**src/sv/vtpd_pkg.sv**
```systemverilog
// ----------------------------------------------------------------------------
// vtpd_pkg
// Shared constants, control bundles and a width helper for the vertex
// transform / perspective divide block.
// ----------------------------------------------------------------------------
`default_nettype none

package vtpd_pkg;

  localparam int COORD_WIDTH_DEF = 32;
  localparam int FRAC_BITS_DEF   = 16;

  localparam int NUM_ROWS = 4;
  localparam int NUM_COLS = 4;
  localparam int NUM_AXES = 3;

  // item kind carried in tuser
  localparam logic ACT_LOAD  = 1'b0;
  localparam logic ACT_XFORM = 1'b1;

  // Width of an exact column sum: three full products plus the shifted
  // translation term, with one bit of headroom and one sign bit.
  function automatic int sum_width(int w, int f);
    int prod_bits;
    int trans_bits;
    prod_bits  = 2 * w;
    trans_bits = w - 1 + f;
    return ((prod_bits > trans_bits) ? prod_bits : trans_bits) + 2;
  endfunction

  // MAC lane control: step 0 seeds the accumulator with the translation row
  typedef struct packed {
    logic       active;
    logic [1:0] step;
  } mac_ctrl_t;

  // divider lane control
  typedef struct packed {
    logic prep;  // take magnitude and sign of the column sum
    logic init;  // overflow check, seed remainder
    logic iter;  // one quotient bit
  } div_ctrl_t;

endpackage

`default_nettype wire

```
**src/sv/vtpd_merge.sv**
```systemverilog
// ----------------------------------------------------------------------------
// vtpd_merge
// Merges the divider lanes: applies signs and saturates each magnitude to
// the signed coordinate range.
// ----------------------------------------------------------------------------
`default_nettype none

module vtpd_merge #(
  parameter int COORD_WIDTH = vtpd_pkg::COORD_WIDTH_DEF
) (
  input  wire logic [vtpd_pkg::NUM_AXES-1:0][COORD_WIDTH:0]   quo_i,
  input  wire logic [vtpd_pkg::NUM_AXES-1:0]                  ovf_i,
  input  wire logic [vtpd_pkg::NUM_AXES-1:0]                  neg_i,
  output logic [vtpd_pkg::NUM_AXES-1:0][COORD_WIDTH-1:0]      coord_o
);
  import vtpd_pkg::*;

  localparam logic [COORD_WIDTH:0]   LIM     = (COORD_WIDTH+1)'(1) << (COORD_WIDTH - 1);
  localparam logic [COORD_WIDTH-1:0] MAX_POS = {1'b0, {(COORD_WIDTH-1){1'b1}}};
  localparam logic [COORD_WIDTH-1:0] MIN_NEG = {1'b1, {(COORD_WIDTH-1){1'b0}}};

  logic [NUM_AXES-1:0][COORD_WIDTH:0] negq;

  always_comb begin
    for (int a = 0; a < NUM_AXES; a++) begin
      negq[a] = '0 - quo_i[a];
      if (neg_i[a]) begin
        coord_o[a] = (ovf_i[a] || quo_i[a] > LIM) ? MIN_NEG : negq[a][COORD_WIDTH-1:0];
      end else begin
        coord_o[a] = (ovf_i[a] || quo_i[a] >= LIM) ? MAX_POS : quo_i[a][COORD_WIDTH-1:0];
      end
    end
  end

endmodule

`default_nettype wire

```
**config.mk**
```make
export PLATFORM = sky130hd
export DESIGN_NAME = vtpd_merge
export DESIGN_NICKNAME = d
export VERILOG_FILES = /design/src/sv/vtpd_pkg.sv /design/src/sv/vtpd_merge.sv
export SDC_FILE = /design/constraint.sdc
export NUM_CORES = 1
export LEC_CHECK = 0
export ABC_CLOCK_PERIOD_IN_PS = 7500
export BUFFER_PORTS_ARGS = -buffer_cell sky130_fd_sc_hd__buf_2
export CELL_PAD_IN_SITES_DETAIL_PLACEMENT = 1
export CELL_PAD_IN_SITES_GLOBAL_PLACEMENT = 1
export CORE_ASPECT_RATIO = 1.25
export CORE_UTILIZATION = 33
export DETAILED_ROUTE_END_ITERATION = 12
export GPL_ROUTABILITY_DRIVEN = 0
export PLACE_DENSITY = 0.95
export SYNTH_ARGS = -nofsm -noshare
export SYNTH_HDL_FRONTEND = slang
export SYNTH_SLANG_ARGS = --single-unit
```
**constraint.sdc**
```tcl
create_clock -name vclk -period 7.5
set_input_delay 1.5 -clock vclk [all_inputs]
set_output_delay 1.5 -clock vclk [all_outputs]
set_load 0.05 [all_outputs]
```
* After elaboration in Yosys (flattened, before gate mapping)
Index checks and enable logic that the tools add are counted.
** Cells by class
- Reduce and logical (&&, ||, !) cells :: 6
- Add/subtract/negate cells :: 3
- Muxes and demuxes :: 9
- Order comparisons :: 6
** Operators with widths (number)
- two-way mux 32 bit :: 9
- >= comparator 33 x 32 -> 1 bit, second input constant :: 3
- > comparator 33 x 32 -> 1 bit, second input constant :: 3
- subtractor 1 x 32 -> 32 bit, first input constant :: 3
- logical OR 1 bit :: 6
** Word-level totals
- Output and inout bits :: 96
- Register bits :: 0
- Bits of input ports :: 105
- Logic and storage cells :: 24

* Longest topological paths before layout
- Word-level depth :: 4
- Mapped depth :: 10
- Mapped depth without buffers :: 7

* Least setup slack after synthesis
Ideal clock, no wire load.
- Path kind :: in2out
- Start point :: input port quo_i[66] (netlist name)
- End point :: output port coord_o[89] (netlist name)
- Arrival :: 5.045 ns
- Stages :: 8
- Setup slack :: 0.955 ns
- Cell sequence :: inv_1 ha_1 nor3b_1 nand2_1 o41ai_4 buf_2 nand2_1 o311ai_0
** RTL lines
- start, declared :: line vtpd_merge.sv:11 : input wire logic [vtpd_pkg::NUM_AXES-1:0][COORD_WIDTH:0] quo_i,
- end, declared :: line vtpd_merge.sv:14 : output logic [vtpd_pkg::NUM_AXES-1:0][COORD_WIDTH-1:0] coord_o

==> impl_metrics.tcl <==
set metrics [dict create \
    status "finished, final reports clean" \
    slowest_stage "nor4b_4" \
    ir_worst_vdd_uv 35.3 \
    path_class "input port to output port" \
    num_vias 5753 \
    final_antenna_net_count 0 \
    yosys-top-cells-area "nor4_1 (7.6%), a211o_1 (7.4%), o21ai_0 (6.3%), nor2_1 (5.9%), nor3_1 (5.6%)" \
    p_comb_frac 1.000 \
    grt_antenna_before_repair 0 \
    cp_cell_sequence "buf_2 -> inv_1 -> ha_1 -> nor3b_1 -> nand4_1 -> nor4b_4 -> nor2_2 -> o22ai_1 -> buf_2" \
    max_cap_viol_count 0 \
    seq_cells 0 \
    min_period_ns 6.28 \
    synth_cell_types 61 \
    portBuffers 201 \
    power_frac_seq 0 \
    syn_inst 581 \
    post_drt_wl_per_cell_um 18.4 \
    slew_headroom 0.252 \
    first_pass_iters 5 \
    path_buf_inv 3 \
    p_switching_mw 0.269 \
    cts_resized 0 \
    setup_viol 0 \
    route.detailed.drc 0 \
    fin_crit_sh 0.838 \
    cp_common_cell "buf_2" \
    tns_ns 0 \
    critical_path.top_delay_family "simple AND/OR/NAND/NOR gates" \
    power_density_nw_per_um2 79.3 \
    worst_pin_slew_ns 1.12 \
    worstPathMaxFanout 14 \
    dp_hpwl_mm 12.5 \
    std_cell_rows 42 \
    required_ns 6.00 \
    synth_top_cell_area_share 0.0757 \
    regArea_um2 0 \
    nClkBuffers 0 \
    core_area_um2 10600 \
    hold_viol 0 \
    switching_share 0.742 \
    dieWidth_um 94.8 \
    grt_max_degree 42 \
    synthToLayoutAreaGrowth_pct 28.6 \
    gr-usage-all-layers 0.272 \
    antennaDiodeCount 0 \
    power_mw 0.363 \
    fill_cells 1496 \
    p_int_mw 0.0936 \
    first_iter_violations 275 \
    hold_buffers 0 \
    netlist_area_um2 3560 \
    drv_slew 0 \
    pin_count 201 \
    cp.arrival_ns 4.78 \
    critPathMaxStageDelay_ns 0.83 \
    min_path_type "input port to output port" \
    multi_input_area_um2 3280 \
    synth_largest_area_cell "nor4_1" \
    vias_per_cell 6.60 \
    start_util 0.337 \
    yosysWarnings 0 \
    p_leak_nw 1.82 \
    postCtsSetupBuffers 0 \
    yosysMostFrequentCell "nor2_1" \
    synth_nets 689 \
    final_nets 850 \
    synth-seq-area-share 0 \
    grt_pass1_wl_mm 25.8 \
    synth_common_cells "nor2_1 (56), o21ai_0 (45), nor4_1 (43), clkbuf_1 (41), nor3_1 (40)" \
    fmax_ghz 0.159 \
    dieArea_um2 11200 \
    routed_wl_mm 16.0 \
    start_kind "input port" \
    end_kind "output port" \
    p_clk_frac 0 \
    die_y_um 118 \
    grt_pass1_vias 5597 \
    drive_gt1_frac 0.311 \
    overflow 0 \
    rsz0062_at_grt "no" \
    avgSynthCellArea_um2 6.12 \
]
[worst paths after layout]
path | startpoint | to | slack [ns] | cells after the start
min | quo_i[72] | coord_o[70] | 3.39 | 3
max | quo_i[0] | coord_o[14] | 1.22 | 9
[power groups by stage]
stage / clock [mW] / sequential (mW) / combinational (mW)
detailed placement: 0 / 0 / 0.360
CTS: 0 / 0 / 0.360
global placement: 0 / 0 / 0.352
finish: 0 / 0 / 0.363
global route: 0 / 0 / 0.384
floorplan: 0 / 0 / 0.246
[routing by layer]
metal / wire, um / share of wire / vias to the layer above / track usage
met5: 0 / 0 / - / 0
met4: 680 / 0.042 / 0 / 0.111
met3: 991 / 0.062 / 64 / 0.0323
li1: - / - / 2681 / -
met1: 6340 / 0.40 / 2762 / 0.319
met2: 8010 / 0.50 / 246 / 0.487
[metrics by stage]
step,cell area [um2],setup slack [ns],util,instances,hold slack (ns)
3_5_place_dp,4570,1.27,0.433,872,3.39
2_1_floorplan,3560,0.955,-,581,3.28
5_1_grt,4570,0.955,0.433,872,3.42
6_report,4570,1.22,0.433,872,3.39
4_1_cts,4570,1.27,0.433,872,3.39
3_3_place_gp,4570,1.37,0.433,872,3.39
[cell type report]
cell class         count  share of cell area
inverters             22              0.0181
multi-input cells    511               0.716
well taps            132              0.0361
repair buffers       207               0.230
[layout by cell type, fill, tap and decap left out, types with 4 or more instances in the layout]
master    instances
a211o_1          30
a21o_1           13
a21oi_1          37
a221o_1           7
a31o_2            4
a31oi_1          10
buf_2           201
buf_4             6
inv_1            22
mux2i_1           5
nand2_1          25
nand3_1          14
nand4_1          16
nor2_1           56
nor3_1           40
nor3b_1           5
nor4_1           43
nor4b_1          10
o211ai_1          7
o211ai_2          4
o21a_1            6
o21ai_0          45
o21ai_1           4
o22ai_1          10
o311ai_0          8
o31ai_1           9
o41ai_1          10
or2_2             5
or3_1            24
or4_1            14
[cells by family (layout without fill, tap and decap cells)]
family	after synthesis	in the layout	share of synthesized area
AOI/OAI and AO/OA	224	224	0.447
xor gates and xnor gates	4	4	0.00985
adders and majority gates	3	3	0.0106
buffers and inverters	70	229	0.0806
muxes	5	5	0.0141
and+or+nand+nor	275	275	0.438
Power figures use the tool's default switching activity.
