--- src/sv/vtpd_pkg.sv ---
// ----------------------------------------------------------------------------
// vtpd_pkg
// Shared constants, control bundles and a width helper for the vertex
// transform / perspective divide block.
// ----------------------------------------------------------------------------
`default_nettype none

package vtpd_pkg;

  localparam int COORD_WIDTH_DEF = 32;
  localparam int FRAC_BITS_DEF   = 16;

  localparam int NUM_ROWS = 4;
  localparam int NUM_COLS = 4;
  localparam int NUM_AXES = 3;

  // item kind carried in tuser
  localparam logic ACT_LOAD  = 1'b0;
  localparam logic ACT_XFORM = 1'b1;

  // Width of an exact column sum: three full products plus the shifted
  // translation term, with one bit of headroom and one sign bit.
  function automatic int sum_width(int w, int f);
    int prod_bits;
    int trans_bits;
    prod_bits  = 2 * w;
    trans_bits = w - 1 + f;
    return ((prod_bits > trans_bits) ? prod_bits : trans_bits) + 2;
  endfunction

  // MAC lane control: step 0 seeds the accumulator with the translation row
  typedef struct packed {
    logic       active;
    logic [1:0] step;
  } mac_ctrl_t;

  // divider lane control
  typedef struct packed {
    logic prep;  // take magnitude and sign of the column sum
    logic init;  // overflow check, seed remainder
    logic iter;  // one quotient bit
  } div_ctrl_t;

endpackage

`default_nettype wire

--- src/sv/vtpd_mac_lane.sv ---
// ----------------------------------------------------------------------------
// vtpd_mac_lane
// One matrix column: holds its four entries and accumulates the dot product
// of (x, y, z, 1) with the column, one product per cycle.
// ----------------------------------------------------------------------------
`default_nettype none

module vtpd_mac_lane #(
  parameter int COORD_WIDTH = vtpd_pkg::COORD_WIDTH_DEF,
  parameter int FRAC_BITS   = vtpd_pkg::FRAC_BITS_DEF
) (
  input  wire logic                                              clk_i,
  input  wire logic                                              rst_ni,
  input  wire logic                                              wr_en_i,
  input  wire logic [1:0]                                        wr_row_i,
  input  wire logic [COORD_WIDTH-1:0]                            wr_val_i,
  input  wire logic [vtpd_pkg::NUM_AXES-1:0][COORD_WIDTH-1:0]    point_i,
  input  wire vtpd_pkg::mac_ctrl_t                               ctrl_i,
  output logic signed [vtpd_pkg::sum_width(COORD_WIDTH, FRAC_BITS)-1:0] sum_o
);
  import vtpd_pkg::*;

  localparam int SUM_W  = sum_width(COORD_WIDTH, FRAC_BITS);
  localparam int PROD_W = 2 * COORD_WIDTH;

  logic [COORD_WIDTH-1:0]        col_q [NUM_ROWS];
  logic signed [COORD_WIDTH-1:0] mul_a;
  logic signed [COORD_WIDTH-1:0] mul_b;
  logic signed [2*COORD_WIDTH-1:0] prod_q;
  logic signed [SUM_W-1:0]       trans;
  logic signed [SUM_W-1:0]       acc_d;
  logic signed [SUM_W-1:0]       acc_q;

  always_ff @(posedge clk_i or negedge rst_ni) begin
    if (!rst_ni) begin
      for (int r = 0; r < NUM_ROWS; r++) begin
        col_q[r] <= '0;
      end
    end else if (wr_en_i) begin
      col_q[wr_row_i] <= wr_val_i;
    end
  end

  always_comb begin
    case (ctrl_i.step)
      2'd0:    mul_a = point_i[0];
      2'd1:    mul_a = point_i[1];
      2'd2:    mul_a = point_i[2];
      default: mul_a = point_i[0];  // last step only drains the product
    endcase
    mul_b = col_q[ctrl_i.step];
    trans = SUM_W'($signed(col_q[NUM_ROWS-1])) <<< FRAC_BITS;
    acc_d = (ctrl_i.step == 2'd0) ? trans : acc_q + SUM_W'(prod_q);
  end

  // full signed product of the two coordinate-wide operands
  always_ff @(posedge clk_i) begin
    if (ctrl_i.active) begin
      prod_q <= PROD_W'(mul_a) * PROD_W'(mul_b);
      acc_q  <= acc_d;
    end
  end

  assign sum_o = acc_q;

endmodule

`default_nettype wire

--- config.mk ---
export PLATFORM = sky130hd
export DESIGN_NAME = vtpd_mac_lane
export DESIGN_NICKNAME = d
export VERILOG_FILES = /design/src/sv/vtpd_pkg.sv /design/src/sv/vtpd_mac_lane.sv
export SDC_FILE = /design/constraint.sdc
export NUM_CORES = 2
export LEC_CHECK = 0
export BUFFER_PORTS_ARGS = -buffer_cell sky130_fd_sc_hd__buf_2
export CAP_MARGIN = 40
export CORE_ASPECT_RATIO = 1.5
export CORE_MARGIN = 10
export CORE_UTILIZATION = 40
export DETAILED_ROUTE_END_ITERATION = 8
export SLEW_MARGIN = 20
export SYNTH_ARGS = -nofsm -noshare
export SYNTH_HDL_FRONTEND = slang
export SYNTH_SLANG_ARGS = --single-unit
export TNS_END_PERCENT = 20
--- constraint.sdc ---
create_clock -name clk_i -period 10.55 [get_ports clk_i]
set_input_delay 0.5275 -clock clk_i [delete_from_list [all_inputs] [get_ports clk_i]]
set_output_delay 0.5275 -clock clk_i [all_outputs]
set_load 0.01 [all_outputs]
# Yosys cells after proc, flatten, opt, wreduce, memory -nomap -nowiden
# Cells that the tools add are included.
# op_classes
add_sub_neg	1
multipliers	1
reduce_logical	2
magnitude_cmp	3
n_div	0
muxes	8
n_eq_ne	2
shift	0
bitwise_logic	2
# op_table
operator	count
$bwmux 128	1
$mux 32	3
$add 66x64->66	1
$mux 66	1
$bmux 32 s2	1
$demux 32 s2	1
$mul 32x32->64	1
$pmux 32 s2	1
$ge 3x3->1 const B	2
$not 2->3	2
$lt 3x1->1 const B	1
$eq 2x1->1 const B	1
$eq 2x2->1 const B	1
$logic_not 2->1	1
$logic_and 1x1->1	1
# word_totals
output_inout_bits	66
latch_bits	0
rom_bits	0
register_bits	258
ramBits	0
memories	0

# Logic depth before layout (Yosys ltp)
# depth
depth_word	6
depth_mapped	38
ltp_nobuf	31

# Worst setup path before layout
# No wires, ideal clock.
# synth_timing
path_kind	input-to-reg
from	input port ctrl_i[0] in the netlist's numbering
to	register prod_q[63] (data pin)
n_path_buf	8
arrival_ps	9659
slack_ps	627
stages	34
cell_sequence	buf_2 -> clkbuf_1 -> buf_2 -> inv_1 -> ha_1 -> clkbuf_1 -> clkbuf_1 -> clkbuf_1 -> nor2_1 -> a21oi_1 -> clkbuf_1 -> nand2_1 -> fa_1 -> inv_1 -> fa_1 -> fa_1 -> inv_1 -> fa_1 -> inv_1 -> fa_1 -> fa_1 -> fa_1 -> fa_1 -> ha_1 -> buf_2 -> nand4_2 -> or2_1 -> o22ai_2 -> o221ai_2 -> o211a_1 -> a221o_1 -> o21a_2 -> o41ai_2 -> xnor2_1
# synth_via
elab_chain_len	5
elab_cells_between_ends	8
classes_between	mul (1); eq/ne (2); mux (4); bitwise (1)
# synth_lines
element	line_no	rtl
start: declaration	vtpd_mac_lane.sv:18	input wire vtpd_pkg::mac_ctrl_t ctrl_i,
$not 2->3 (implied by the code)	vtpd_mac_lane.sv:51	mul_b = col_q[ctrl_i.step];
$bmux 32 s2	vtpd_mac_lane.sv:51	
$mux 32 (implied by the code) (2 in a row)	vtpd_mac_lane.sv:51	
$mul 32x32->64 (*)	vtpd_mac_lane.sv:59	prod_q <= PROD_W'(mul_a) * PROD_W'(mul_b);
end signal: assignment	vtpd_mac_lane.sv:59	
end: declaration	vtpd_mac_lane.sv:29	logic signed [2*COORD_WIDTH-1:0] prod_q;
# Mark *: on every way between the ends. The rest lies on a longest branch, timed or not. The select of a mux whose other input is x is not followed.
# A chain may end at the register's enable or synchronous reset.

# Worst setup path in the final report
# layout_timing
from	input port ctrl_i[0] in the netlist's numbering
to	register prod_q[45] (data pin)
# The elaborated chain is that of the path after synthesis.

==> PnR_summary.wiki <==
{| class="wikitable"
! Metric !! Value
|-
| GRT overflow || 0
|-
| Slowest Stage Delay on Critical Path || 0.77 ns
|-
| Final setup TNS || 0 ns
|-
| Count of pins on the block boundary || 202
|-
| Y dimension of the die || around 450 microns
|-
| Yosys warnings || 0
|-
| DRC errors left || 0
|-
| Final antenna-violating net count || 0
|-
| Critical-path maximum fanout || 22
|-
| Number of synthesized register bits || 258
|-
| RD Place Congestion || 0.970
|-
| Routed WL per cell || 24.5 microns
|-
| Maximum number of pins on one net before global-route repair || 77
|-
| Number of vias after detailed routing || 37900
|-
| Total number of placement rows || between 150 and 200
|-
| Area used by multi-input combinational logic || 0.0381 sq mm
|-
| Period minus WS final || 9.85 ns
|-
| Deepest level of the CTS H-tree || 1
|-
| Std-Cell Core Area || 0.124 sq mm
|-
| Uppermost layer routed || met5
|-
| Syn_nets || 6659
|-
| Number of cells upsized or downsized after cts || 0
|-
| Max clock buf depth || 3
|-
| Root buf cell || sky130_fd_sc_hd__clkbuf_16
|-
| Worst path top cell family by delay || adder cells
|-
| Final Worst Setup Slack || 0.697 ns
|-
| Rel. slew slack || 0.387
|-
| Final-report setup violation count || 0
|-
| Critical Path Most Common Cell || sky130_fd_sc_hd__fa_1
|-
| Max-cap violations || 0
|-
| Starting Density || 0.403
|-
| Number of buffers and inverters on the critical path || 6
|-
| Unrepaired setup endpoints after global routing || false
|-
| Type of origin of the critical path || primary input
|-
| CP required || 10.85 ns
|-
| Via count normalized by instance count || 5.46
|-
| Avg Cell Area, Syn || 9.60 sq um
|-
| Via count of the first global-routing pass || 41500
|-
| Path type of the worst min-delay path || primary input to async pin
|-
| Layout cell share with drive strength beyond 1 || 0.116
|-
| Fraction of synthesis flops using an asynchronous set or reset pin || 0.496
|-
| # hold bufs at CTS || 0
|-
| First-pass iteration count of the detailed router || 8
|-
| Placed cell area || between 0.05 and 0.06 sq mm
|-
| NumNets Final || 6778
|-
| Global-route wire length before repair || 253 mm
|-
| Number of port buffers || around 200
|-
| Result of the run || complete, no violations
|-
| WL met3 || 8.14 mm
|-
| Critical path capture point type || flop
|-
| Die area || 0.139 sq mm
|-
| Total wire length || approximately 170 mm
|-
| Post-CTS Setup Inserts || 0
|-
| Max Clock Freq || between 0.1 and 0.15 GHz
|-
| Worst Setup Slack post-DPL || 0.279 ns
|-
| Hold Vio Cnt, Final || 0
|-
| Clock net sink count || 258
|-
| Width of the chip || 308 microns
|-
| Number of fill cells in the layout || between 10000 and 15000
|-
| Total routed wire length on the met1 layer || 56.9 mm
|-
| Clock transition at the registers of the reported paths || 0.07 ns
|-
| Flip-flop and latch area || 0.00711 sq mm
|-
| TritonCTS clock tree || yes
|-
| Post-synth EDFFs || 130
|-
| Number of library cell types mapped by synthesis || 89
|-
| Ratio of final minimum period to clock period || 0.934
|-
| Half-perimeter wire length after placement || 139 mm
|-
| Insertion delay to the later sink of the worst-skew pair || 0.58 ns
|-
| Actual transition at the worst max-transition pin || 0.915 ns
|-
| Startpoint-to-endpoint class of the critical path || primary input to flop
|-
| Layout Cell Area excl Fill || 0.0543 sq mm
|-
| Slowest cell on crit path || sky130_fd_sc_hd__ha_2
|-
| Syn-to-layout area delta || 8.96%
|-
| Synthesized cell area || 0.0498 sq mm
|-
| Number of clock buffers inserted by TritonCTS || 30
|-
| Detail Route met2 WL || 89.7 mm
|-
| Synthesized instance count || between 5000 and 6000
|-
| Post-Route Skew || 0.0310 ns
|-
| Initial DRC count || 2400
|-
| Post-synth top flop || sky130_fd_sc_hd__edfxtp_1
|-
| Gr usage total || 0.244
|-
| CP Data Arrival Time || 10.15 ns
|-
| Initial antenna violation count || 7
|-
| Sequential fraction of the synthesis area || 0.143
|-
| Final Slew Violations || 0
|}
==> routing by layer <==
| layer | global-route usage | vias to the layer above |
|---|---|---|
| met5 | 0 | - |
| met4 | 0.179 | 4 |
| met3 | 0.0261 | 562 |
| met2 | 0.447 | 1416 |
| met1 | 0.255 | 19700 |
| li1 | - | 16200 |
==> final cells by class <==
cell class                      instances  share of cell area
Timing Repair Buffer                  341              0.0404
Tap cell                             1600              0.0369
Sequential cell                       258               0.131
Clock buffer                           38              0.0161
Clock inverter                         18             0.00459
Inverter                             1001              0.0692
Multi-Input combinational cell       3675               0.702
Antenna cell                            7            0.000323
==> worst paths after layout <==
path                                    from    endpoint  slack [ns]  depth (start not counted)
worst max-delay path               ctrl_i[0]  prod_q[45]        0.70                         28
worst min-delay path                  rst_ni   col_q[14]       0.002                          1
worst max register to register      col_q[9]  prod_q[45]        1.32                         28
worst min register to register     col_q[55]   col_q[55]        0.50                          1
max in group asynchronous             rst_ni  col_q[104]        9.35                          3
min in group clk_i              wr_val_i[12]   col_q[12]        0.23                          2
==> sequential cells by signal, summed over array words and instances (netlist names) <==
signal / flops
col_q: 128
sum_o: 66
prod_q: 64
==> Yosys cell counts (22+ instances only) <==
| library cell | number | area, sq um |
|---|---|---|
| sky130_fd_sc_hd__clkbuf_1 | 208 | 781 |
| sky130_fd_sc_hd__o21ai_1 | 26 | 130 |
| sky130_fd_sc_hd__edfxtp_1 | 130 | 3900 |
| sky130_fd_sc_hd__nand3_1 | 34 | 170 |
| sky130_fd_sc_hd__a21o_1 | 98 | 736 |
| sky130_fd_sc_hd__and2_1 | 54 | 338 |
| sky130_fd_sc_hd__mux2_2 | 150 | 1690 |
| sky130_fd_sc_hd__dfrtp_1 | 128 | 3200 |
| sky130_fd_sc_hd__nand2b_1 | 25 | 156 |
| sky130_fd_sc_hd__inv_1 | 999 | 3750 |
| sky130_fd_sc_hd__nor2_1 | 618 | 2320 |
| sky130_fd_sc_hd__xor2_1 | 35 | 307 |
| sky130_fd_sc_hd__o21bai_1 | 27 | 203 |
| sky130_fd_sc_hd__o21a_1 | 28 | 210 |
| sky130_fd_sc_hd__nand2_1 | 602 | 2260 |
| sky130_fd_sc_hd__fa_1 | 1083 | 21700 |
| sky130_fd_sc_hd__mux2i_1 | 22 | 220 |
| sky130_fd_sc_hd__a22oi_1 | 33 | 248 |
| sky130_fd_sc_hd__ha_1 | 252 | 3150 |
| sky130_fd_sc_hd__xnor2_1 | 92 | 806 |
| sky130_fd_sc_hd__o21ai_0 | 103 | 515 |
| sky130_fd_sc_hd__nand4_1 | 28 | 175 |
| sky130_fd_sc_hd__buf_2 | 24 | 120 |
| sky130_fd_sc_hd__a21oi_1 | 150 | 751 |
==> stage by stage <==
stage	hold WS, ns	utilization	instances
global route	0.0475	0.439	6933
floorplan	0.232	-	5188
global placement	0.482	0.428	6865
CTS	0.00734	0.438	6928
finish	0.00177	0.439	6938
detailed placement	0.490	0.429	6872
==> kinds of logic after synthesis <==
kind of cell	Yosys count	share of synthesized area
AO/OA/AOI/OAI	583	0.0775
XOR/XNOR	127	0.0223
adder cells (fa/ha/maj)	1335	0.498
buffers and inverters	1255	0.0954
flip-flops	258	0.143
multiplexers	182	0.0428
AND/OR/NAND/NOR	1448	0.121
==> cell usage in the layout (no fill, tap or decap), types with 22 or more instances in the layout <==
master and count:
sky130_fd_sc_hd__a21o_1 98, sky130_fd_sc_hd__a21oi_1 142, sky130_fd_sc_hd__a22oi_1 33, sky130_fd_sc_hd__and2_1 54, sky130_fd_sc_hd__buf_2 199, sky130_fd_sc_hd__buf_4 130, sky130_fd_sc_hd__clkbuf_16 33, sky130_fd_sc_hd__dfrtp_1 128
sky130_fd_sc_hd__edfxtp_1 130, sky130_fd_sc_hd__fa_1 1083, sky130_fd_sc_hd__ha_1 249, sky130_fd_sc_hd__inv_1 999, sky130_fd_sc_hd__mux2_2 150, sky130_fd_sc_hd__mux2i_1 22, sky130_fd_sc_hd__nand2_1 602, sky130_fd_sc_hd__nand2b_1 25
sky130_fd_sc_hd__nand3_1 33, sky130_fd_sc_hd__nand4_1 28, sky130_fd_sc_hd__nor2_1 618, sky130_fd_sc_hd__o21a_1 28, sky130_fd_sc_hd__o21ai_0 101, sky130_fd_sc_hd__o21bai_1 27, sky130_fd_sc_hd__xnor2_1 92, sky130_fd_sc_hd__xor2_1 35
Power is left out: the tool's default activity adds up to more than one toggle a clock period on the data nets, which glitch-free logic cannot reach.
