## src/sv/vtpd_pkg.sv

```systemverilog
// ----------------------------------------------------------------------------
// vtpd_pkg
// Shared constants, control bundles and a width helper for the vertex
// transform / perspective divide block.
// ----------------------------------------------------------------------------
`default_nettype none

package vtpd_pkg;

  localparam int COORD_WIDTH_DEF = 32;
  localparam int FRAC_BITS_DEF   = 16;

  localparam int NUM_ROWS = 4;
  localparam int NUM_COLS = 4;
  localparam int NUM_AXES = 3;

  // item kind carried in tuser
  localparam logic ACT_LOAD  = 1'b0;
  localparam logic ACT_XFORM = 1'b1;

  // Width of an exact column sum: three full products plus the shifted
  // translation term, with one bit of headroom and one sign bit.
  function automatic int sum_width(int w, int f);
    int prod_bits;
    int trans_bits;
    prod_bits  = 2 * w;
    trans_bits = w - 1 + f;
    return ((prod_bits > trans_bits) ? prod_bits : trans_bits) + 2;
  endfunction

  // MAC lane control: step 0 seeds the accumulator with the translation row
  typedef struct packed {
    logic       active;
    logic [1:0] step;
  } mac_ctrl_t;

  // divider lane control
  typedef struct packed {
    logic prep;  // take magnitude and sign of the column sum
    logic init;  // overflow check, seed remainder
    logic iter;  // one quotient bit
  } div_ctrl_t;

endpackage

`default_nettype wire

```

## src/sv/vtpd_div_lane.sv

```systemverilog
// ----------------------------------------------------------------------------
// vtpd_div_lane
// Restoring divider for one coordinate: (|s| << FRAC_BITS) / |w|, one
// quotient bit per cycle, with an up-front overflow check. When w is zero
// the lane passes |s| >> FRAC_BITS instead.
// ----------------------------------------------------------------------------
`default_nettype none

module vtpd_div_lane #(
  parameter int COORD_WIDTH = vtpd_pkg::COORD_WIDTH_DEF,
  parameter int FRAC_BITS   = vtpd_pkg::FRAC_BITS_DEF
) (
  input  wire logic                                                    clk_i,
  input  wire vtpd_pkg::div_ctrl_t                                     ctrl_i,
  input  wire logic signed [vtpd_pkg::sum_width(COORD_WIDTH, FRAC_BITS)-1:0] sum_i,
  input  wire logic [vtpd_pkg::sum_width(COORD_WIDTH, FRAC_BITS)-1:0]  wmag_i,
  input  wire logic                                                    wz_i,
  input  wire logic                                                    wneg_i,
  output logic [COORD_WIDTH:0]                                         quo_o,
  output logic                                                         ovf_o,
  output logic                                                         neg_o
);
  import vtpd_pkg::*;

  localparam int SUM_W = sum_width(COORD_WIDTH, FRAC_BITS);
  localparam int NUM_W = SUM_W + FRAC_BITS;
  localparam int QW    = COORD_WIDTH + 1;

  logic [SUM_W-1:0] smag_q;
  logic             sneg_q;
  logic [SUM_W-1:0] rem_q;
  logic [QW-1:0]    nlo_q;
  logic [QW-1:0]    quo_q;
  logic             ovf_q;
  logic             neg_q;
  logic             bypass_q;

  logic [NUM_W-1:0] num;
  logic [NUM_W-1:0] num_hi;
  logic [SUM_W-1:0] shifted;
  logic             ovf_init;
  logic [SUM_W:0]   trial;
  logic [SUM_W:0]   diff;
  logic             take;

  always_comb begin
    num      = {smag_q, {FRAC_BITS{1'b0}}};
    num_hi   = num >> QW;
    shifted  = smag_q >> FRAC_BITS;
    ovf_init = wz_i ? (|(smag_q >> (FRAC_BITS + QW))) : (num_hi >= NUM_W'(wmag_i));
    trial    = {rem_q, nlo_q[QW-1]};
    diff     = trial - {1'b0, wmag_i};
    take     = (trial >= {1'b0, wmag_i});
  end

  always_ff @(posedge clk_i) begin
    if (ctrl_i.prep) begin
      sneg_q <= sum_i[SUM_W-1];
      smag_q <= sum_i[SUM_W-1] ? SUM_W'(-sum_i) : SUM_W'(sum_i);
    end
    if (ctrl_i.init) begin
      ovf_q    <= ovf_init;
      bypass_q <= wz_i;
      neg_q    <= wz_i ? sneg_q : (sneg_q ^ wneg_i);
      rem_q    <= num_hi[SUM_W-1:0];  // below |w| unless overflow
      nlo_q    <= num[QW-1:0];
      quo_q    <= wz_i ? shifted[QW-1:0] : '0;
    end else if (ctrl_i.iter && !bypass_q) begin
      rem_q <= take ? diff[SUM_W-1:0] : trial[SUM_W-1:0];
      quo_q <= {quo_q[QW-2:0], take};
      nlo_q <= {nlo_q[QW-2:0], 1'b0};
    end
  end

  assign quo_o = quo_q;
  assign ovf_o = ovf_q;
  assign neg_o = neg_q;

endmodule

`default_nettype wire

```

## config.mk

```make
export PLATFORM = sky130hd
export DESIGN_NAME = vtpd_div_lane
export DESIGN_NICKNAME = d
export VERILOG_FILES = /design/src/sv/vtpd_pkg.sv /design/src/sv/vtpd_div_lane.sv
export SDC_FILE = /design/constraint.sdc
export NUM_CORES = 1
export LEC_CHECK = 0
export ABC_CLOCK_PERIOD_IN_PS = 5600
export BUFFER_PORTS_ARGS = -buffer_cell sky130_fd_sc_hd__buf_2
export CORE_UTILIZATION = 64
export DETAILED_ROUTE_END_ITERATION = 8
export GPL_TIMING_DRIVEN = 1
export HOLD_SLACK_MARGIN = 0.15
export PLACE_DENSITY = 0.87
export SETUP_SLACK_MARGIN = 0.5
export SLEW_MARGIN = 0
export SYNTH_ARGS = -nofsm -noshare
export SYNTH_HDL_FRONTEND = slang
export SYNTH_SLANG_ARGS = --single-unit
```

## constraint.sdc

```tcl
create_clock -name clk_i -period 5.6 [get_ports clk_i]
set_input_delay 0.84 -clock clk_i [delete_from_list [all_inputs] [get_ports clk_i]]
set_output_delay 0.84 -clock clk_i [all_outputs]
set_load 0.05 [all_outputs]
```

# --- Word level (Yosys, flattened, before mapping) ---
# Cells that the tools add are included.
op_classes:
  div_mod_pow: 0
  n_mul: 0
  reduce_logical: 4
  eq_ne: 0
  shifts: 0
  n_mux: 11
  n_addsub: 2
  n_bitwise: 1
  order_cmp: 2
ops:
  columns: ["cell", "count"]
  rows:
  - ["$mux W33", 5]
  - ["$mux W49", 2]
  - ["$ge A67 B66 Y1", 1]
  - ["$ge A49 B66 Y1", 1]
  - ["$mux W66", 1]
  - ["$neg A66 Y66", 1]
  - ["$sub A66 B66 Y66", 1]
  - ["$mux W65", 1]
  - ["$reduce_or A17 Y1", 1]
  - ["$mux W1", 2]
  - ["$reduce_bool A2 Y1", 1]
  - ["$logic_and A1 B1 Y1", 1]
  - ["$logic_not A1 Y1", 1]
  - ["$xor A1 B1 Y1", 1]
word_totals:
  mem_bits_ro: 0
  n_memories: 0
  elab_cells: 30
  mem_bits_rw: 0
  latchBits: 0
  input_bits: 138
  ff_bits: 186

# --- Depth between registers and ports, before layout ---
depth:
  word_depth: 4
  mapped_depth: 16
  depth_no_buf: 13

# --- Worst setup path before layout ---
# OpenSTA, ideal clock, no wires.
synth_path:
  path_kind: "input port to flip-flop"
  from: "in wmag_i[38] (netlist name)"
  to: "reg rem_q[31], data pin"
  slack_ns: 1.606
  setup_ns: 0.195
  arrival_ns: 3.799
  stages: 15
  path_cell_list: "inv_1 -> ha_1 -> a21oi_1 -> o21ai_0 -> a31oi_1 -> o21ai_0 -> and3_1 -> a221o_1 -> a31oi_1 -> o211a_1 -> clkbuf_1 -> clkbuf_1 -> buf_1 -> nand3_1 -> o311ai_0"
synth_via:
  elab_chain_cells: 4
synth_rtl:
  columns: ["element", "line_no", "source"]
  rows:
  - ["from (decl)", "vtpd_div_lane.sv:16", "input wire logic [vtpd_pkg::sum_width(COORD_WIDTH, FRAC_BITS)-1:0] wmag_i,"]
  - ["$ge A67 B66 Y1", "vtpd_div_lane.sv:53", "take = (trial >= {1'b0, wmag_i});"]
  - ["$mux W66", "vtpd_div_lane.sv:69", "rem_q <= take ? diff[SUM_W-1:0] : trial[SUM_W-1:0];"]
  - ["$mux W49", "vtpd_div_lane.sv:68", "end else if (ctrl_i.iter && !bypass_q) begin"]
  - ["$mux W49", "vtpd_div_lane.sv:61", "if (ctrl_i.init) begin"]
  - ["to (signal assigned)", "vtpd_div_lane.sv:65", "rem_q <= num_hi[SUM_W-1:0];"]
  - ["to (signal assigned)", "vtpd_div_lane.sv:69", null]
  - ["to (decl)", "vtpd_div_lane.sv:31", "logic [SUM_W-1:0] rem_q;"]
# No other way between the ends. The select of a mux whose other input is x is not followed.
# A chain may end at the register's enable or synchronous reset.

# --- Worst setup path in the final report ---
layout_path:
  from: "in wmag_i[1] (netlist name)"
  to: "reg rem_q[3], data pin"
layout_via:
  elab_chain_cells: 4
layout_rtl:
  columns: ["element", "line_no"]
  rows:
  - ["$sub A66 B66 Y66 / $ge A67 B66 Y1 (equally long branches)", "vtpd_div_lane.sv:52, vtpd_div_lane.sv:53"]
  - ["$mux W66 (*)", "vtpd_div_lane.sv:69"]
  - ["$mux W49 (*)", "vtpd_div_lane.sv:68"]
  - ["$mux W49 (*)", "vtpd_div_lane.sv:61"]
# Mark *: on every way between the ends. The rest lies on a longest branch, timed or not. The select of a mux whose other input is x is not followed.

==> impl_results.rst <==
.. list-table::
   :header-rows: 1

   * - Metric
     - Value
   * - Outcome
     - finished, final reports clean
   * - Tcrit/Tclk final
     - 0.762
   * - Final routed wirelength across all metal layers
     - slightly below 40 mm
   * - Total standard cell area after synthesis
     - 14100 um^2
   * - Crit Path Max Fanout
     - 38
   * - Number of enable flip-flop cells after synthesis
     - between 150 and 200
   * - Type of the tightest min-delay check
     - register to register
   * - Unrepaired setup endpoints after global routing
     - false
   * - Clock insertion delay at the later pin of the skew report
     - around 0.46 ns
   * - # H-tree levels
     - 4
   * - Max VDD drop
     - roughly 200 uV
   * - Achievable clock frequency
     - 234 MHz
   * - Distinct cells, synth
     - 65
   * - Root buf cell
     - clkbuf_16
   * - Cell taking the most area after synthesis
     - edfxtp_1
   * - Share of the synthesized area in the top cell type
     - 0.361
   * - Die Outline Area
     - 22600 um^2
   * - CP cell instances
     - buf_2, inv_1, ha_1, nor2b_1, o31a_1, o211ai_1, a21oi_1, o211ai_1, o21ai_1, a31oi_1, o211a_2, buf_12, a211o_1, a31oi_1
   * - Routability cong.
     - a little under 1
   * - Leading register cell type out of synthesis
     - edfxtp_1
   * - Largest net degree at the start of global routing
     - just over 80
   * - Wire length per cell
     - approximately 20 um
   * - Die extent in y
     - ~150 um
   * - Endpoints failing hold
     - 0
   * - Number of max-capacitance violations reported
     - 0
   * - Final worst clock skew
     - about 0.015 ns
   * - Share of post-route cells with drive strength above 1
     - 0.153
   * - Critical-path cell with the highest stage delay
     - o211a_2
   * - Hold buffer count at CTS
     - 0
   * - Setup_tns
     - 0 ns
   * - Initial Util
     - 0.660
   * - Static leakage
     - about 6.5 nW
   * - Max Root-Sink Buffers
     - 2
   * - Endpoint type of the worst setup path
     - register
   * - Crit-path max cell delay
     - just over 0.8 ns
   * - Critical path arrival
     - between 4 and 5 ns
   * - Total number of vias
     - ~13k
   * - Type of the worst setup path
     - primary input to register
   * - Number of standard cells in the layout, taps in and fillers out
     - a little under 2k
   * - Placeable core area
     - ~21000 um^2
   * - Cells taking the most area after synthesis
     - edfxtp_1, ha_1, xnor2_1
   * - Setup-violating endpoint count in the final report
     - 0
   * - Total power of the final layout
     - 0.00433 W
   * - Cts bufs inserted
     - 17
   * - Max-slew headroom
     - 0.280
   * - HPWL reported at the end of detailed placement
     - between 20 and 30 mm
   * - Portion of the post-synthesis area used by sequential elements
     - 0.385
   * - Global-route wire length before repair
     - around 60 mm
   * - Post-CTS setup-driven buffer insertion count
     - 0
   * - Residual DRC count
     - 0
   * - Total of flip-flops plus latches after synthesis
     - ~190
   * - Placed Cells
     - 1902
   * - Die X-Extent
     - between 150 and 200 um
   * - Number of instances resized during post-cts repair
     - 0
   * - Max-slew violations
     - 0
   * - DRC violation total after the first TritonRoute iteration
     - 1483
   * - Number of nets still failing antenna checks after routing
     - 0
   * - Vias in the first global route
     - roughly 12k
   * - Clock sink total
     - 186
   * - Minimum clock period after layout
     - 4.27 ns
   * - Ys async rst share
     - 0
   * - Area growth from synthesis to layout
     - 11.7%
   * - Number of buffers inserted by port buffering
     - 172
   * - Worst endpoint required time
     - around 5.8 ns
   * - Net total in the final layout
     - roughly 1.9k
   * - TritonCTS clock tree
     - yes
   * - Drt via density
     - about 6.7
   * - Seq. cell area
     - 5420 um^2
   * - Clock transition at path regs
     - 0.09 ns
   * - Grt total ovfl
     - 0
   * - Cell count after synthesis
     - ~1.5k
   * - Critical path startpoint category
     - primary input
   * - Top-level I/O count
     - 173
   * - Transition at the pin with the smallest max-transition slack
     - about 1.1 ns
   * - Number of warnings issued by yosys
     - 0
   * - Total nets after synthesis
     - around 1.8k
   * - Average cell area after synthesis
     - 9.28 um^2
   * - Overall routing resource usage
     - 0.355
   * - Antenna violations before repair
     - 1
   * - Row cnt
     - between 50 and 60
   * - Power per cell area
     - 276 nW/um^2
   * - Total iterations of the first detailed-routing run
     - 6
   * - Number of inserted filler cells in the final layout
     - roughly 1.5k
   * - Area used by multi-input combinational logic
     - 7990 um^2
[worst max-delay path: cells and delay by family]
kind | cells | cell delay, ns
simple gates | 1 | 0.15
fa+ha+maj | 1 | 0.30
compound gates | 9 | 2.69
buf+inv | 3 | 0.44
[registers in the layout, summed over array words and instances, names as in the netlist]
register,count
bypass_q,1
neg_o,1
nlo_q,17
ovf_o,1
quo_o,33
rem_q,66
smag_q,66
sneg_q,1
[cells by family after synthesis]
logic type / Yosys count / synth area share
and+or+nand+nor: 450 / 0.157
AOI/OAI and AO/OA: 443 / 0.213
DFF: 186 / 0.385
buffers and inverters: 173 / 0.0462
xor gates and xnor gates: 126 / 0.0785
adders and majority gates: 117 / 0.105
muxes: 20 / 0.0157
[cells in the final DEF, fill, tap and decap left out, drive strengths merged, types with 15 or more instances in the layout]
master	instances
a21o	47
a21oi	100
a31oi	23
buf	182
clkbuf	17
dfxtp	17
edfxtp	169
ha	116
inv	111
mux2	16
nand2	167
nand2b	16
nand3	43
nand4	38
nor2	78
nor3	20
nor4	16
o21a	18
o21ai	84
o21bai	16
o2bb2ai	33
o311ai	22
o31ai	27
or3	17
or4	15
xnor2	111
xor2	15
[routing by layer]
metal | global-route usage | wire [um] | vias up
li1 | - | - | 5965
met1 | 0.464 | 15600 | 5984
met2 | 0.577 | 18300 | 818
met3 | 0.0761 | 4250 | 138
met4 | 0.140 | 1490 | 0
met5 | 0 | 0 | -
[layout make-up]
cell class,instances,area share
inverters,103,0.0248
clock inverters,15,0.0120
well taps,275,0.0219
flip-flops and latches,186,0.345
multi-input cells,1156,0.509
repair buffers,182,0.0604
diodes,1,0.000159
clock buffers,17,0.0271
[final timing paths]
kind | from | endpoint | slack [ns] | depth (start not counted)
hold / removal | rem_q[65]$_SDFFE_PP0P_ | rem_q[65]$_SDFFE_PP0P_ | 0.49 | 2
setup reg to reg | rem_q[29]$_DFFE_PP_ | rem_q[3]$_DFFE_PP_ | 1.44 | 12
setup / recovery | wmag_i[1] | rem_q[3]$_DFFE_PP_ | 1.33 | 14
hold reg to reg | rem_q[65]$_SDFFE_PP0P_ | rem_q[65]$_SDFFE_PP0P_ | 0.49 | 2
[per-stage QoR]
stage	area [um^2]	utilization	hold WS (ns)	setup WS [ns]
2_1_floorplan	14100	-	0.445	1.61
3_3_place_gp	15100	0.709	0.468	0.963
3_5_place_dp	15100	0.709	0.473	0.893
4_1_cts	15700	0.738	0.492	1.34
5_1_grt	15700	0.738	0.528	1.10
6_report	15700	0.738	0.490	1.33
[synthesized netlist by cell type, types with 18 or more instances]
master,count
a31oi_1,23
nand4_1,38
a21oi_1,100
o2bb2ai_1,33
o21ai_0,79
inv_1,103
edfxtp_1,169
clkbuf_1,63
nor3_1,20
xnor2_1,111
o31ai_1,27
nand2_1,165
nand3_1,43
o311ai_0,22
nor2_1,78
a21o_1,47
o21a_1,18
ha_1,116
[power by group]
part / leakage [nW] / internal (W) / switching, W
combinational: 4.38 / 0.000472 / 0.000789
sequential: 1.83 / 0.00169 / 0.000102
clock: 0.294 / 0.000614 / 0.000660
total: 6.50 / 0.00278 / 0.00155
No activity file was read; power rests on OpenSTA's default activity.
